==> config.mk <==
export PLATFORM = sky130hd
export DESIGN_NAME = hafq_mul
export DESIGN_NICKNAME = d
export VERILOG_FILES = /design/src/rtl/hafq_pkg.sv /design/src/rtl/hafq_mul.sv
export SDC_FILE = /design/constraint.sdc
export NUM_CORES = 2
export LEC_CHECK = 0
export BUFFER_PORTS_ARGS = -buffer_cell sky130_fd_sc_hd__buf_4
export CAP_MARGIN = 20
export CORE_ASPECT_RATIO = 1.25
export CORE_MARGIN = 2
export CORE_UTILIZATION = 48
export CTS_CLUSTER_DIAMETER = 40
export DETAILED_ROUTE_END_ITERATION = 8
export GPL_TIMING_DRIVEN = 0
export HOLD_SLACK_MARGIN = 0.03
export PLACE_DENSITY = 0.7
export SYNTH_ARGS = -nofsm -noshare
export SYNTH_HDL_FRONTEND = slang
export SYNTH_SLANG_ARGS = --single-unit
==> constraint.sdc <==
create_clock -name i_clk -period 8.9 [get_ports i_clk]
set_clock_uncertainty 0.05 [all_clocks]
set_input_delay 0.445 -clock i_clk [delete_from_list [all_inputs] [get_ports i_clk]]
set_output_delay 0.445 -clock i_clk [all_outputs]
set_load 0.02 [all_outputs]
==> src/rtl/hafq_pkg.sv <==
`default_nettype none
// ----------------------------------------------------------------------------
// hafq_pkg
// Shared constants, widths and the arctangent table for the hinge angle block.
// ----------------------------------------------------------------------------
package hafq_pkg;

    localparam int QUAT_FRAC_BITS_DEF  = 14;
    localparam int ANGLE_FRAC_BITS_DEF = 13;
    localparam int CORDIC_STEPS_DEF    = 16;
    localparam int ATAN_LEN            = 24;

    // Datapath widths
    localparam int QW = 64;   // packed quaternion
    localparam int CW = 28;   // rotation matrix entry
    localparam int DW = 64;   // dot products and CORDIC x, y
    localparam int ZW = 36;   // CORDIC angle accumulator, radians * 2^30
    localparam int MW = 34;   // multiplier operand
    localparam int PW = 68;   // multiplier product
    localparam int AW = 20;   // working hinge angle
    localparam int LW = 17;   // hinge angle and limit fields
    localparam int SW = 5;    // CORDIC step counter

    localparam longint PI_Q30 = 64'sd3373259426;

    // Configuration register indexes
    localparam logic [1:0] REG_LOWER_LIMIT = 2'd0;
    localparam logic [1:0] REG_UPPER_LIMIT = 2'd1;

    localparam logic signed [LW-1:0] LOWER_LIMIT_RST = 17'sd0;
    localparam logic signed [LW-1:0] UPPER_LIMIT_RST = 17'sd25736;

    function automatic logic signed [ZW-1:0] f_atan_q30(input logic [SW-1:0] idx);
        logic signed [ZW-1:0] v;
        case (idx)
            5'd0:    v = 36'sd843314857;
            5'd1:    v = 36'sd497837830;
            5'd2:    v = 36'sd263043837;
            5'd3:    v = 36'sd133525159;
            5'd4:    v = 36'sd67021687;
            5'd5:    v = 36'sd33543516;
            5'd6:    v = 36'sd16775852;
            5'd7:    v = 36'sd8388438;
            5'd8:    v = 36'sd4194283;
            5'd9:    v = 36'sd2097149;
            5'd10:   v = 36'sd1048576;
            5'd11:   v = 36'sd524288;
            5'd12:   v = 36'sd262144;
            5'd13:   v = 36'sd131072;
            5'd14:   v = 36'sd65536;
            5'd15:   v = 36'sd32768;
            5'd16:   v = 36'sd16384;
            5'd17:   v = 36'sd8192;
            5'd18:   v = 36'sd4096;
            5'd19:   v = 36'sd2048;
            5'd20:   v = 36'sd1024;
            5'd21:   v = 36'sd512;
            5'd22:   v = 36'sd256;
            5'd23:   v = 36'sd128;
            default: v = '0;
        endcase
        return v;
    endfunction

endpackage
`default_nettype wire

==> src/rtl/hafq_mul.sv <==
`default_nettype none
// ----------------------------------------------------------------------------
// hafq_mul
// Shared signed multiplier with a registered product.
// ----------------------------------------------------------------------------
module hafq_mul
    import hafq_pkg::*;
(
    input  wire                 i_clk,
    input  wire signed [MW-1:0] i_a,
    input  wire signed [MW-1:0] i_b,
    output logic signed [PW-1:0] o_prod
);

    always_ff @(posedge i_clk) begin
        o_prod <= i_a * i_b;
    end

endmodule
`default_nettype wire

==> impl_metrics.csv <==
group,metric,value,unit
outcome,run_status,"complete, but fails checks",
outcome,violations,"setup timing",
layout,fillers,8246,
timing,hold_ws,0.298,ns
drt,vias_per_cell,5.50,
clock_tree,ctsRootBufferMaster,"clkbuf_16",
clock_tree,htree_num_levels,3,
place,portBuffers,130,
worst_setup_path,worst_path_most_repeated_cell,"fa_1",
clock_tree,cts_num_sinks,68,
clock_tree,ctsLongestPathBuffers,2,
layout,top_register,"o_prod",
logic_synthesis,synth_area_leaders,"fa_1 (58%), inv_1 (11%), and2_1 (9.0%), ha_1 (5.9%), nand2_1 (4.7%)",
floorplan,io_pins,137,
layout,multi_input_area,0.0362,sq mm
clock_tree,numCtsBuffers,9,
timing,min_period,8.92,ns
logic_synthesis,synthTopCellsByCount,"fa_1 (1241), inv_1 (1231), and2_1 (621), nand2_1 (542), clkbuf_1 (214)",
grt,grt_max_degree,18,
layout,reg.largest.list,"o_prod x68",
hold_path,whs_path_depth,2,
logic_synthesis,synth.distinct_cells,69,
drt,drt-total-wl,161000,microns
worst_setup_path,start_kind,"input port",
grt,antenna_found_initial,26,
floorplan,die_w,272,microns
clock_tree,tritoncts,"built",
logic_synthesis,avgSynthCellArea,9.45,sq um
logic_synthesis,yosys_register_bits,68,
floorplan,die_area,0.0921,sq mm
worst_setup_path,crit_type,"in -> reg",
grt,track_usage,36.6,%
worst_setup_path,cp.arrival,9.18,ns
timing,worst_slack,-0.0162,ns
timing,rsz0062_at_grt,"yes",
logic_synthesis,netlist.area_leader.share,57.7,%
floorplan,die_y,339,microns
logic_synthesis,async_reset_ff_share,0,%
floorplan,rows,122,
logic_synthesis,yosysWarnings,0,
worst_setup_path,cp.required,9.16,ns
flow_run,maxCapViolCount,0,
place,dpl.hpwl,135000,microns
worst_setup_path,cpPeakStageDelay,0.86,ns
drt,drc_errors,0,
logic_synthesis,yosys_most_used_dff,"dfxtp_1",
place,gp_congestion,1.07,
drt,vias,32461,
drt,wl_per_cell,27.3,microns
logic_synthesis,synthCells,4554,
clock_tree,path_clk_slew,0.08,ns
worst_setup_path,crit_slowest_cell,"clkbuf_1",
place,placed_cell_area,0.0456,sq mm
worst_setup_path,path_cells,"buf_4 > clkbuf_1 > and2_1 > fa_1 > inv_1 > fa_1 > fa_1 > inv_1 > fa_1 > fa_1 > fa_1 > fa_1 > inv_1 > fa_1 > inv_1 > ha_1 > nand2_1 > or3_2 > a211o_2 > nand4b_1 > a21bo_2 > a21o_2 > a311oi_2 > xnor2_1",
timing,drv_slew,0,
grt,grt_pass1_wl,238000,microns
drt,drt_iter0_drc,2643,
drt,dr.pass1.iters,5,
logic_synthesis,yosysTopAreaCell,"fa_1",
floorplan,core,0.0887,sq mm
clock_tree,holdBufCountCts,0,
worst_setup_path,cp-end-kind,"flop",
grt,grt_overflow,0,
logic_synthesis,syn_nets,6068,
hold_path,hold_path_class,"in -> reg",
floorplan,initial_core_util,48.5,%
grt,first_global_vias,35498,
timing,relSlewSlack,16.9,%
timing,setup_violations,3,
logic_synthesis,syn_area,0.0430,sq mm
hold_path,hold_end,"o_prod[0]$_DFF_P_",
layout,layout.nets,6220,
timing,max_freq,0.112,GHz
logic_synthesis,yosysSeqAreaShare,3.16,%
timing,worst_slew_pin_slew,1.25,ns
layout,largest_reg_flops,68,
layout,fin_area,0.0461,sq mm
layout,area_growth_syn_to_layout,7.23,%
logic_synthesis,synth_most_common_cell,"fa_1",
layout,regArea,0.00136,sq mm
timing,hold_viol,0,
timing,timing.final.crit_share,100,%
drt,antenna_left,0,
worst_setup_path,worst-path-max-fanout,10,
logic_synthesis,synth_edf_count,0,
layout,drive_gt1_share,5.84,%
hold_path,min-delay-start,"i_a[0]",
worst max-delay path by stage:
stage                         end  slack, ns  cells after the start     from
5_1_grt        o_prod[62]$_DFF_P_     -0.004                     27   i_b[2]
6_report       o_prod[64]$_DFF_P_      -0.02                     24  i_b[14]
3_3_place_gp   o_prod[61]$_DFF_P_      -2.03                     25   i_b[4]
3_5_place_dp   o_prod[61]$_DFF_P_      -1.54                     27   i_b[4]
2_1_floorplan  o_prod[65]$_DFF_P_       0.91                     24  i_a[33]
4_1_cts        o_prod[60]$_DFF_P_      0.005                     24  i_b[17]
critical path, delay by kind of cell:
kind,cells,cell delay (ns)
compound gates,4,1.11
xor+xnor,1,0.15
fa+ha+maj,9,4.74
simple gates,4,1.35
buf+inv,6,1.32
layout make-up:
cell class | count | share of cell area [%]
clock buffers | 9 | 0.488
clock inverters | 7 | 0.179
diodes | 10 | 0.0542
well taps | 1178 | 3.19
inverters | 1232 | 10.0
repair buffers | 145 | 2.57
flip-flops and latches | 68 | 2.95
multi-input cells | 3026 | 78.5
plain buffers | 224 | 2.09
cell usage in the layout, fill, tap and decap left out, drive strengths merged, types with 2 or more instances in the layout:
cell      Yosys  layout
fa         1241    1241
inv        1231    1235
and2        623     623
nand2       542     542
clkbuf      217     219
ha          204     204
buf           9     157
dfxtp        68      68
a21oi        63      63
xnor2        56      56
nor2         56      56
o21ai        41      41
a21o         37      37
xor2         23      23
nand2b       20      20
o21bai       12      12
nand4        11      11
nand3        11      11
diode         0      10
a31oi        10      10
nor2b         9       9
and3          8       8
a211oi        7       7
o41ai         6       6
nor3          5       5
or2           4       4
o21a          4       4
a221oi        4       4
o211ai        3       3
a211o         3       3
a2111o        2       2
o31ai         2       2
and4          2       2
clkinvlp      0       2
o221ai        2       2
a21bo         2       2
or3           2       2
a311oi        2       2
routing by layer:
layer  track usage [%]  wire, microns
met2              58.7          75300
met3              7.93          15100
met1              42.8          54300
met5                 0             47
met4              28.7          16500
cell families (layout without fill, tap and decap cells):
logic type | Yosys count | in the layout | share of synthesized area, %
AOI/OAI and AO/OA | 206 | 206 | 3.35
xor gates and xnor gates | 79 | 79 | 1.61
adders and majority gates | 1445 | 1445 | 63.7
buffers and inverters | 1460 | 1617 | 12.8
DFF | 68 | 68 | 3.16
other | 0 | 10 | 0
and+or+nand+nor | 1296 | 1296 | 15.4
per-stage QoR:
| step | utilization [%] | TNS [ns] | setup WS [ns] | std cells |
|---|---|---|---|---|
| after detailed placement | 51.4 | -31.23 | -1.54 | 5868 |
| after global placement | 51.3 | -43.59 | -2.03 | 5862 |
| final | 52.0 | -0.0278 | -0.0162 | 5899 |
| after CTS | 51.8 | 0 | 0.00452 | 5882 |
| after global routing | 52.0 | -0.00401 | -0.00401 | 5890 |
| after floorplan | - | 0 | 0.915 | 4554 |
what timing repair did:
action,CTS,global route
setup endpoints to repair,31,17
resized for setup,44,69
pin swaps,2,6
buffers inserted,2,5
Power is left out: the tool's default activity adds up to more than one toggle a clock period on the data nets, which glitch-free logic cannot reach.
